--- config.mk ---
export PLATFORM = sky130hd
export DESIGN_NAME = two_gate_speed_trap_top
export DESIGN_NICKNAME = d
export VERILOG_FILES = /design/src/rtl/gst_pkg.sv /design/src/rtl/two_gate_speed_trap_top.sv /design/src/rtl/gst_ram.sv /design/src/rtl/gst_dp.sv /design/src/rtl/gst_ctrl.sv
export SDC_FILE = /design/constraint.sdc
export NUM_CORES = 1
export LEC_CHECK = 0
export BUFFER_PORTS_ARGS = -buffer_cell sky130_fd_sc_hd__buf_2
export CAP_MARGIN = 40
export CORE_ASPECT_RATIO = 1.2
export CORE_MARGIN = 2
export CORE_UTILIZATION = 34
export CTS_CLUSTER_DIAMETER = 120
export CTS_CLUSTER_SIZE = 24
export DETAILED_ROUTE_END_ITERATION = 10
export PLACE_DENSITY = 0.59
export SYNTH_ARGS = -nofsm -noshare
export SYNTH_HDL_FRONTEND = slang
export SYNTH_SLANG_ARGS = --single-unit
--- constraint.sdc ---
create_clock -name clk -period 4.3 [get_ports clk]
set_clock_uncertainty 0.05 [all_clocks]
set_input_delay 0.86 -clock clk [delete_from_list [all_inputs] [get_ports clk]]
set_output_delay 0.86 -clock clk [all_outputs]
set_load 0.03 [all_outputs]
--- src/rtl/gst_pkg.sv ---
package gst_pkg;

  localparam int SAMPLE_W = 12;
  localparam int STAMP_W  = 32;
  localparam int SPEED_W  = 8;
  localparam int SLOT_W   = 4;
  localparam int QUOT_W   = 36;
  localparam int STEP_W   = 6;
  localparam int DIV_STEPS = 36;
  localparam int ADDR_W   = 5;
  localparam int DATA_W   = 32;

  // register indexes (byte address = 4 * index)
  localparam logic [2:0] REG_FIRST_THR  = 3'd0;
  localparam logic [2:0] REG_SECOND_THR = 3'd1;
  localparam logic [2:0] REG_NUMERATOR  = 3'd2;
  localparam logic [2:0] REG_CORRECTION = 3'd3;
  localparam logic [2:0] REG_LIMIT      = 3'd4;
  localparam logic [2:0] REG_TIMEOUT    = 3'd5;

  localparam logic KIND_RECORD = 1'b0;
  localparam logic KIND_FLUSH  = 1'b1;

  localparam logic SENSOR_FIRST  = 1'b0;
  localparam logic SENSOR_SECOND = 1'b1;

  typedef struct packed {
    logic                sensor_id;
    logic [SAMPLE_W-1:0] sample;
    logic [STAMP_W-1:0]  stamp;
  } in_t;

  typedef struct packed {
    logic               kind;
    logic [SPEED_W-1:0] speed;
    logic               over_limit;
    logic [SLOT_W-1:0]  slot;
    logic               last;
  } out_t;

  typedef struct packed {
    logic [SAMPLE_W-1:0] first_threshold;
    logic [SAMPLE_W-1:0] second_threshold;
    logic [31:0]         speed_numerator;
    logic [7:0]          correction_q4;
    logic [11:0]         limit_q4;
    logic [15:0]         timeout_samples;
  } cfg_t;

  typedef struct packed {
    logic accept;
    logic div_step;
    logic corr;
    logic rec;
    logic flush_rd;
    logic flush_wr;
  } cmd_t;

  typedef struct packed {
    logic hit;
    logic div_last;
    logic out_free;
    logic buf_full;
    logic flush_last;
  } status_t;

endpackage

--- src/rtl/two_gate_speed_trap_top.sv ---
// Sequence: a sample that arms, counts or is ignored leaves the block idle; a sample
//   that ends a measurement yields its record beat (36-step divider, then correction
//   and record stages), and a full buffer adds a read and a write state per flush beat.
// Throughput: 1 sample per cycle until a measurement completes; samples are then held
//   off until the serial divider, the record and any flush through the buffer port finish.
// Reset (rst, synchronous): idle and unarmed, buffer fill at slot 0, registers at defaults.
module two_gate_speed_trap_top #(
  parameter int BUFFER_DEPTH = 16
) (
  input  logic                        clk,
  input  logic                        rst,
  // sample channel
  input  logic                        sample_valid,
  output logic                        sample_stall,
  input  gst_pkg::in_t                sample_data,
  // result channel
  output logic                        result_valid,
  input  logic                        result_stall,
  output gst_pkg::out_t               result_data,
  // configuration port
  input  logic                        psel,
  input  logic                        penable,
  input  logic                        pwrite,
  input  logic [gst_pkg::ADDR_W-1:0]  paddr,
  input  logic [gst_pkg::DATA_W-1:0]  pwdata,
  output logic [gst_pkg::DATA_W-1:0]  prdata,
  output logic                        pready
);

  gst_pkg::cfg_t    cfg;
  gst_pkg::cmd_t    cmd;
  gst_pkg::status_t status;
  logic [2:0]       reg_index;
  logic             cfg_write;

  // Register file: one word per register, written on the access phase.
  assign pready    = 1'b1;
  assign reg_index = paddr[4:2];
  assign cfg_write = psel && penable && pwrite && pready;

  always_ff @(posedge clk) begin
    if (rst) begin
      cfg.first_threshold  <= 12'd429;
      cfg.second_threshold <= 12'd273;
      cfg.speed_numerator  <= 32'd80928000;
      cfg.correction_q4    <= 8'd8;
      cfg.limit_q4         <= 12'd48;
      cfg.timeout_samples  <= 16'd1000;
    end else if (cfg_write) begin
      unique case (reg_index)
        gst_pkg::REG_FIRST_THR:  cfg.first_threshold  <= pwdata[11:0];
        gst_pkg::REG_SECOND_THR: cfg.second_threshold <= pwdata[11:0];
        gst_pkg::REG_NUMERATOR:  cfg.speed_numerator  <= pwdata;
        gst_pkg::REG_CORRECTION: cfg.correction_q4    <= pwdata[7:0];
        gst_pkg::REG_LIMIT:      cfg.limit_q4         <= pwdata[11:0];
        gst_pkg::REG_TIMEOUT:    cfg.timeout_samples  <= pwdata[15:0];
        default: ;
      endcase
    end
  end

  // Read back: zero-extend each register, unmapped addresses read zero.
  always_comb begin
    unique case (reg_index)
      gst_pkg::REG_FIRST_THR:  prdata = gst_pkg::DATA_W'(cfg.first_threshold);
      gst_pkg::REG_SECOND_THR: prdata = gst_pkg::DATA_W'(cfg.second_threshold);
      gst_pkg::REG_NUMERATOR:  prdata = cfg.speed_numerator;
      gst_pkg::REG_CORRECTION: prdata = gst_pkg::DATA_W'(cfg.correction_q4);
      gst_pkg::REG_LIMIT:      prdata = gst_pkg::DATA_W'(cfg.limit_q4);
      gst_pkg::REG_TIMEOUT:    prdata = gst_pkg::DATA_W'(cfg.timeout_samples);
      default:                 prdata = '0;
    endcase
  end

  // Sequencer: accept samples while idle, step the divider, issue record and flush beats.
  gst_ctrl u_ctrl (
    .clk         (clk),
    .rst         (rst),
    .sample_valid(sample_valid),
    .sample_stall(sample_stall),
    .status      (status),
    .cmd         (cmd)
  );

  // Datapath: arming state, divider, correction, speed buffer and output register.
  gst_dp #(
    .BUFFER_DEPTH(BUFFER_DEPTH)
  ) u_dp (
    .clk         (clk),
    .rst         (rst),
    .cfg         (cfg),
    .sample_data (sample_data),
    .cmd         (cmd),
    .status      (status),
    .result_valid(result_valid),
    .result_stall(result_stall),
    .result_data (result_data)
  );

  // A beat that completes a measurement holds off further samples.
  a_hit_busy: assert property (@(posedge clk) disable iff (rst)
    sample_valid && !sample_stall && status.hit |=> sample_stall)
    else $error("measurement beat did not start the divider");

  // Any other sample beat leaves the block ready for the next one.
  a_miss_ready: assert property (@(posedge clk) disable iff (rst)
    sample_valid && !sample_stall && !status.hit |=> !sample_stall)
    else $error("non-measuring beat stalled the sample channel");

  // The sequencer only loads the output register when it is free.
  a_no_overwrite: assert property (@(posedge clk) disable iff (rst)
    result_valid && result_stall |=> !$past(cmd.rec || cmd.flush_wr))
    else $error("output register overwritten while stalled");

endmodule

--- src/rtl/gst_ram.sv ---
module gst_ram #(
  parameter int WIDTH = 8,
  parameter int DEPTH = 16
) (
  input  logic                                 clk,
  input  logic                                 we,
  input  logic [(DEPTH > 1 ? $clog2(DEPTH) : 1)-1:0] waddr,
  input  logic [WIDTH-1:0]                     wdata,
  input  logic                                 re,
  input  logic [(DEPTH > 1 ? $clog2(DEPTH) : 1)-1:0] raddr,
  output logic [WIDTH-1:0]                     rdata
);

  logic [WIDTH-1:0] mem [DEPTH];

  always_ff @(posedge clk) begin
    if (we) begin
      mem[waddr] <= wdata;
    end
    if (re) begin
      rdata <= mem[raddr];
    end
  end

endmodule

--- src/rtl/gst_dp.sv ---
module gst_dp #(
  parameter int BUFFER_DEPTH = 16
) (
  input  logic             clk,
  input  logic             rst,
  input  gst_pkg::cfg_t    cfg,
  input  gst_pkg::in_t     sample_data,
  input  gst_pkg::cmd_t    cmd,
  output gst_pkg::status_t status,
  output logic             result_valid,
  input  logic             result_stall,
  output gst_pkg::out_t    result_data
);

  localparam int IDX_W = (BUFFER_DEPTH > 1) ? $clog2(BUFFER_DEPTH) : 1;
  localparam logic [IDX_W-1:0] IDX_LAST = IDX_W'(BUFFER_DEPTH - 1);

  // measurement state
  logic                          armed;
  logic [gst_pkg::STAMP_W-1:0]   start_stamp;
  logic [15:0]                   wait_count;
  logic [15:0]                   wait_inc;
  logic [IDX_W-1:0]              fill_index;
  logic [IDX_W-1:0]              flush_index;
  logic                          zero_ticks;
  logic [gst_pkg::STAMP_W-1:0]   ticks;

  // shift-subtract divider
  logic [gst_pkg::STAMP_W-1:0]   rem;
  logic [gst_pkg::QUOT_W-1:0]    quot;
  logic [gst_pkg::STEP_W-1:0]    div_cnt;
  logic [gst_pkg::STAMP_W:0]     rem_sh;
  logic [gst_pkg::STAMP_W:0]     rem_diff;
  logic                          qbit;

  logic [gst_pkg::QUOT_W-1:0]    speed_q4;
  logic [gst_pkg::SPEED_W-1:0]   spd;
  logic                          over;
  logic [gst_pkg::SPEED_W-1:0]   ram_rdata;

  logic trip_first;
  logic trip_second;

  assign trip_first  = sample_data.sample < cfg.first_threshold;
  assign trip_second = sample_data.sample < cfg.second_threshold;
  assign wait_inc    = wait_count + 16'd1;

  assign status.hit        = armed && (sample_data.sensor_id == gst_pkg::SENSOR_SECOND)
                             && trip_second;
  assign status.div_last   = div_cnt == gst_pkg::STEP_W'(gst_pkg::DIV_STEPS - 1);
  assign status.out_free   = !result_valid || !result_stall;
  assign status.buf_full   = fill_index == IDX_LAST;
  assign status.flush_last = flush_index == IDX_LAST;

  assign rem_sh   = {rem, quot[gst_pkg::QUOT_W-1]};
  assign rem_diff = rem_sh - {1'b0, ticks};
  assign qbit     = !rem_diff[gst_pkg::STAMP_W];

  always_ff @(posedge clk) begin
    if (rst) begin
      armed       <= 1'b0;
      start_stamp <= '0;
      wait_count  <= '0;
    end else if (cmd.accept) begin
      if (!armed) begin
        if (sample_data.sensor_id == gst_pkg::SENSOR_FIRST && trip_first) begin
          armed       <= 1'b1;
          start_stamp <= sample_data.stamp;
          wait_count  <= '0;
        end
      end else if (sample_data.sensor_id == gst_pkg::SENSOR_SECOND) begin
        if (!trip_second) begin
          if (wait_inc >= cfg.timeout_samples) begin
            armed      <= 1'b0;
            wait_count <= '0;
          end else begin
            wait_count <= wait_inc;
          end
        end else begin
          armed      <= 1'b0;
          wait_count <= '0;
        end
      end
    end
  end

  // divider: load on a hit, one quotient bit per step
  always_ff @(posedge clk) begin
    if (cmd.accept && status.hit) begin
      ticks      <= sample_data.stamp - start_stamp;
      zero_ticks <= sample_data.stamp == start_stamp;
      rem        <= '0;
      quot       <= {cfg.speed_numerator, 4'b0000};
      div_cnt    <= '0;
    end else if (cmd.div_step) begin
      rem     <= qbit ? rem_diff[gst_pkg::STAMP_W-1:0] : rem_sh[gst_pkg::STAMP_W-1:0];
      quot    <= {quot[gst_pkg::QUOT_W-2:0], qbit};
      div_cnt <= div_cnt + gst_pkg::STEP_W'(1);
    end
  end

  always_ff @(posedge clk) begin
    if (cmd.corr) begin
      speed_q4 <= (quot > gst_pkg::QUOT_W'(cfg.correction_q4))
                  ? quot - gst_pkg::QUOT_W'(cfg.correction_q4) : '0;
    end
  end

  always_comb begin
    if (zero_ticks) begin
      spd  = '1;
      over = 1'b1;
    end else begin
      over = speed_q4 > gst_pkg::QUOT_W'(cfg.limit_q4);
      spd  = (|speed_q4[gst_pkg::QUOT_W-1:12]) ? '1 : speed_q4[11:4];
    end
  end

  always_ff @(posedge clk) begin
    if (rst) begin
      fill_index  <= '0;
      flush_index <= '0;
    end else if (cmd.rec) begin
      fill_index  <= status.buf_full ? '0 : fill_index + IDX_W'(1);
      flush_index <= '0;
    end else if (cmd.flush_wr) begin
      flush_index <= flush_index + IDX_W'(1);
    end
  end

  gst_ram #(
    .WIDTH(gst_pkg::SPEED_W),
    .DEPTH(BUFFER_DEPTH)
  ) u_store (
    .clk  (clk),
    .we   (cmd.rec),
    .waddr(fill_index),
    .wdata(spd),
    .re   (cmd.flush_rd),
    .raddr(flush_index),
    .rdata(ram_rdata)
  );

  // output register
  always_ff @(posedge clk) begin
    if (rst) begin
      result_valid <= 1'b0;
    end else if (cmd.rec || cmd.flush_wr) begin
      result_valid <= 1'b1;
    end else if (!result_stall) begin
      result_valid <= 1'b0;
    end
  end

  always_ff @(posedge clk) begin
    if (cmd.rec) begin
      result_data.kind       <= gst_pkg::KIND_RECORD;
      result_data.speed      <= spd;
      result_data.over_limit <= over;
      result_data.slot       <= gst_pkg::SLOT_W'(fill_index);
      result_data.last       <= 1'b0;
    end else if (cmd.flush_wr) begin
      result_data.kind       <= gst_pkg::KIND_FLUSH;
      result_data.speed      <= ram_rdata;
      result_data.over_limit <= 1'b0;
      result_data.slot       <= gst_pkg::SLOT_W'(flush_index);
      result_data.last       <= status.flush_last;
    end
  end

endmodule

--- src/rtl/gst_ctrl.sv ---
module gst_ctrl (
  input  logic             clk,
  input  logic             rst,
  input  logic             sample_valid,
  output logic             sample_stall,
  input  gst_pkg::status_t status,
  output gst_pkg::cmd_t    cmd
);

  localparam logic [2:0] S_IDLE = 3'd0;
  localparam logic [2:0] S_DIV  = 3'd1;
  localparam logic [2:0] S_CORR = 3'd2;
  localparam logic [2:0] S_REC  = 3'd3;
  localparam logic [2:0] S_FRD  = 3'd4;
  localparam logic [2:0] S_FWR  = 3'd5;

  logic [2:0] state;
  logic [2:0] state_next;

  assign sample_stall = state != S_IDLE;

  always_comb begin
    state_next   = state;
    cmd          = '0;
    unique case (state)
      S_IDLE: begin
        cmd.accept = sample_valid;
        if (sample_valid && status.hit) begin
          state_next = S_DIV;
        end
      end
      S_DIV: begin
        cmd.div_step = 1'b1;
        if (status.div_last) begin
          state_next = S_CORR;
        end
      end
      S_CORR: begin
        cmd.corr   = 1'b1;
        state_next = S_REC;
      end
      S_REC: begin
        if (status.out_free) begin
          cmd.rec    = 1'b1;
          state_next = status.buf_full ? S_FRD : S_IDLE;
        end
      end
      S_FRD: begin
        cmd.flush_rd = 1'b1;
        state_next   = S_FWR;
      end
      S_FWR: begin
        if (status.out_free) begin
          cmd.flush_wr = 1'b1;
          state_next   = status.flush_last ? S_IDLE : S_FRD;
        end
      end
      default: state_next = S_IDLE;
    endcase
  end

  always_ff @(posedge clk) begin
    if (rst) begin
      state <= S_IDLE;
    end else begin
      state <= state_next;
    end
  end

endmodule
==> results_dict.tcl <==
set metrics [dict create \
    outcome "completed" \
    place.gp.congestion 0.876 \
    tns_ns 0 \
    cp_slowest_cell "dfxtp_1" \
    post-place-ws_ns 0.321 \
    hold_path_depth 2 \
    dieArea_mm2 0.0710 \
    holdPathEnd "u_dp.start_stamp[24]" \
    internal_power_mw 6.81 \
    max_slew_margin_pct 38.4 \
    grt_start_max_net_pins 82 \
    clock-sinks 447 \
    die_w_um 244 \
    routed_wl_um 61000 \
    worst_r2r_path_depth 15 \
    antenna_cells 0 \
    synthesis.area_mm2 0.0234 \
    synth_cell_types 73 \
    portBuffers 135 \
    fin_cells 3353 \
    initial_core_util_pct 34.3 \
    cts_tree "done" \
    place_area_mm2 0.0251 \
    drtPass1Iterations 5 \
    ys_ff_latch 447 \
    rsz0062_at_grt "false" \
    power.combinational.fraction_pct 26.4 \
    dp_hpwl_um 45000 \
    layout.nets 2648 \
    syn_nets 2565 \
    busiest_layer "met2" \
    syn_avg_cell_area_um2 9.98 \
    core_area_mm2 0.0683 \
    drive_gt1_share_pct 11.9 \
    grt-ovfl-total 0 \
    clock_power_share_pct 24.2 \
    reg2reg_slack_ns 0.49 \
    powerDensity_mw_per_mm2 386 \
    vias 17400 \
    required_ns 4.78 \
    drv_cap 0 \
    area_growth_pct 10.2 \
    final.min_clock_period_ns 3.81 \
    hold_class "reg2reg" \
    synth_cells 2345 \
    holdCritStartpoint "u_dp.start_stamp[24]" \
    ant_nets 0 \
    wl_per_cell_um 18.2 \
    setup_viol 0 \
    synthDominantCellAreaShare_pct 32.1 \
    grt_util_met2_pct 29.4 \
    yosysMostFrequentCell "nand2_1" \
    netlist.top_cell.by_area "edfxtp_1" \
    finalWorstSetupSlack_ns 0.486 \
    drv_slew 0 \
    cts_max_path_buffers 3 \
    grt_util_met1_pct 20.8 \
    crit_arrival_ns 4.29 \
    cts_buffers 22 \
    viasPerCell 5.20 \
    cp_slowest_stage_delay_ns 0.44 \
    critPathLaunchType "register" \
    r2r_end "u_dp.wait_count[4]" \
    fill_cells 6883 \
    grt_usage_pct 16.7 \
    p_sw_share_pct 31.5 \
    grt_use_met3_pct 2.01 \
    synth_edf_count 250 \
    drc 0 \
    rr_startpoint "u_dp.wait_count[2]" \
    p_leak_nw 9.82 \
    cts_root_buffer "clkbuf_16" \
    fin_crit_sh_pct 88.7 \
    stdcell_area_mm2 0.0258 \
    grt_first_pass_wirelength_um 94800 \
    synth_commonest_cells "nand2_1, edfxtp_1, dfxtp_1, a21oi_1, inv_1" \
    synth-seq-area-share_pct 48.9 \
    ir_drop_v 0.000265 \
    power_mw 9.94 \
    rows 105 \
    grt_pass1_vias 17200 \
    hold_viol 0 \
    p_switching_mw 3.13 \
    worst-path-max-fanout 6 \
    clkTransAtPathRegs_ns 0.10 \
    crit_type "reg2reg" \
    worstPathCellList "and3_1, nand3_1, nor2_1, nand3_1, xnor2_1, ha_1, a21o_1, a21o_1, a211oi_1, o211ai_1, a21oi_1, o211ai_1, buf_4, nor4b_1, a31o_2" \
    antenna_found_initial 2 \
    drt_iter0_markers 1026 \
    h-tree-depth 1 \
    synthArstFlopShare_pct 0 \
    synth_flop_cell "edfxtp_1" \
    p_seq_share_pct 49.4 \
    insertion_delay_ns 0.60 \
    max_slew.worst_pin.slew_ns 0.923 \
    pin_count 139 \
    yosys-top-cells-area "edfxtp_1, dfxtp_1, ha_1" \
    die_h_um 291 \
    yosys_warnings 0 \
    cp-end-kind "register" \
    fmax_ghz 0.262 \
    place_inst 3312 \
]
[sequential cells by signal, indices dropped and copies added (netlist names)]
signal              cells
u_dp.u_store.rdata      8
cfg                    92
u_dp.armed              1
u_dp.div_cnt            6
u_dp.u_store.mem      128
u_dp.zero_ticks         1
u_dp.speed_q4          36
u_dp.ticks             32
u_dp.flush_index        4
u_ctrl.state            3
u_dp.wait_count        16
u_dp.result_data       15
u_dp.quot              36
u_dp.start_stamp       32
u_dp.result_valid       1
u_dp.rem               32
u_dp.fill_index         4
[through the flow]
stage / util, % / hold WS [ns]
final: 37.8 / 0.406
after global routing: 37.8 / 0.428
after CTS: 37.7 / 0.409
after detailed placement: 36.8 / 0.395
after global placement: 36.7 / 0.388
after floorplan: - / 0.382
[how the worst max path moves through the flow]
stage,startpoint,to,depth (start not counted)
2_1_floorplan,sample_data[33],u_dp.quot[33],11
3_3_place_gp,u_dp.wait_count[0],u_dp.wait_count[10],14
3_5_place_dp,u_dp.wait_count[2],u_dp.wait_count[10],15
4_1_cts,u_dp.wait_count[2],u_dp.wait_count[10],15
5_1_grt,u_dp.wait_count[0],u_dp.wait_count[2],15
6_report,u_dp.wait_count[2],u_dp.wait_count[4],15
[placed cells by master, fill, tap and decap left out, drive strengths merged, types with 23 or more instances in the layout]
master  netlist  final
and3         31     31
buf          22    180
a21o         46     46
mux2i        39     39
inv         155    156
a21oi       192    192
o21a         27     27
o21ai       102    102
nand2       339    339
a22o         48     48
xnor2        46     46
dfxtp       197    197
ha          128    128
o211ai       23     23
mux4         41     41
edfxtp      250    250
nand4        25     25
nand3        65     65
clkbuf       99     38
nor3         37     37
nor2        142    142
nand2b       29     29
xor2         51     51
[layout make-up]
| type | count | area (µm²) | area share (%) |
|---|---|---|---|
| multi-input combinational | 1621 | 10900 | 42.2 |
| inverter | 156 | 586 | 2.27 |
| clock buffer | 38 | 611 | 2.37 |
| sequential | 447 | 11500 | 44.4 |
| clock inverter | 2 | 41.3 | 0.160 |
| timing repair buffer | 180 | 1070 | 4.16 |
| tap | 909 | 1140 | 4.41 |
[what timing repair did]
| item | in CTS | in global routing |
|---|---|---|
| gates resized for setup | 0 | 0 |
| buffers inserted | 0 | 1 |
| endpoints found under the setup margin | 0 | 3 |
| hold buffers | 0 | 0 |
| endpoints found under the hold margin | 0 | 0 |
[logic make-up (layout without fill, tap and decap cells)]
kind of cell / count (synthesis) / count (layout) / share of synthesized area (%)
AOI/OAI and AO/OA: 551 / 551 / 14.9
adders and majority gates: 131 / 131 / 7.10
buffers and inverters: 277 / 376 / 4.75
and+or+nand+nor: 760 / 760 / 15.0
other: 1 / 1 / 0.0160
DFF: 447 / 447 / 48.9
muxes: 81 / 81 / 5.66
xor gates and xnor gates: 97 / 97 / 3.63
[critical path, delay by kind of cell, from the launching register on]
kind                     cells  cell delay (ns)
buffers and inverters        1             0.19
AO/OA/AOI/OAI                7             1.44
XOR/XNOR                     1             0.20
flip-flops                   1             0.44
AND/OR/NAND/NOR              5             1.17
adder cells (fa/ha/maj)      1             0.27
[power groups by stage]
| stage | Clock [mW] | Combinational (mW) | Sequential [mW] |
|---|---|---|---|
| floorplan | 0 | 2.01 | 4.95 |
| global route | 2.62 | 2.95 | 4.94 |
| global placement | 0 | 2.57 | 5.00 |
| detailed placement | 0 | 2.60 | 5.01 |
| CTS | 2.48 | 2.62 | 4.91 |
| finish | 2.40 | 2.63 | 4.91 |
[routing by layer]
| metal | up-vias | share of wire [%] |
|---|---|---|
| met2 | 374 | 50 |
| met5 | - | 0.021 |
| met3 | 98 | 4.0 |
| li1 | 8589 | - |
| met1 | 8373 | 43 |
| met4 | 2 | 3.5 |
No activity file was read; power rests on OpenSTA's default activity.
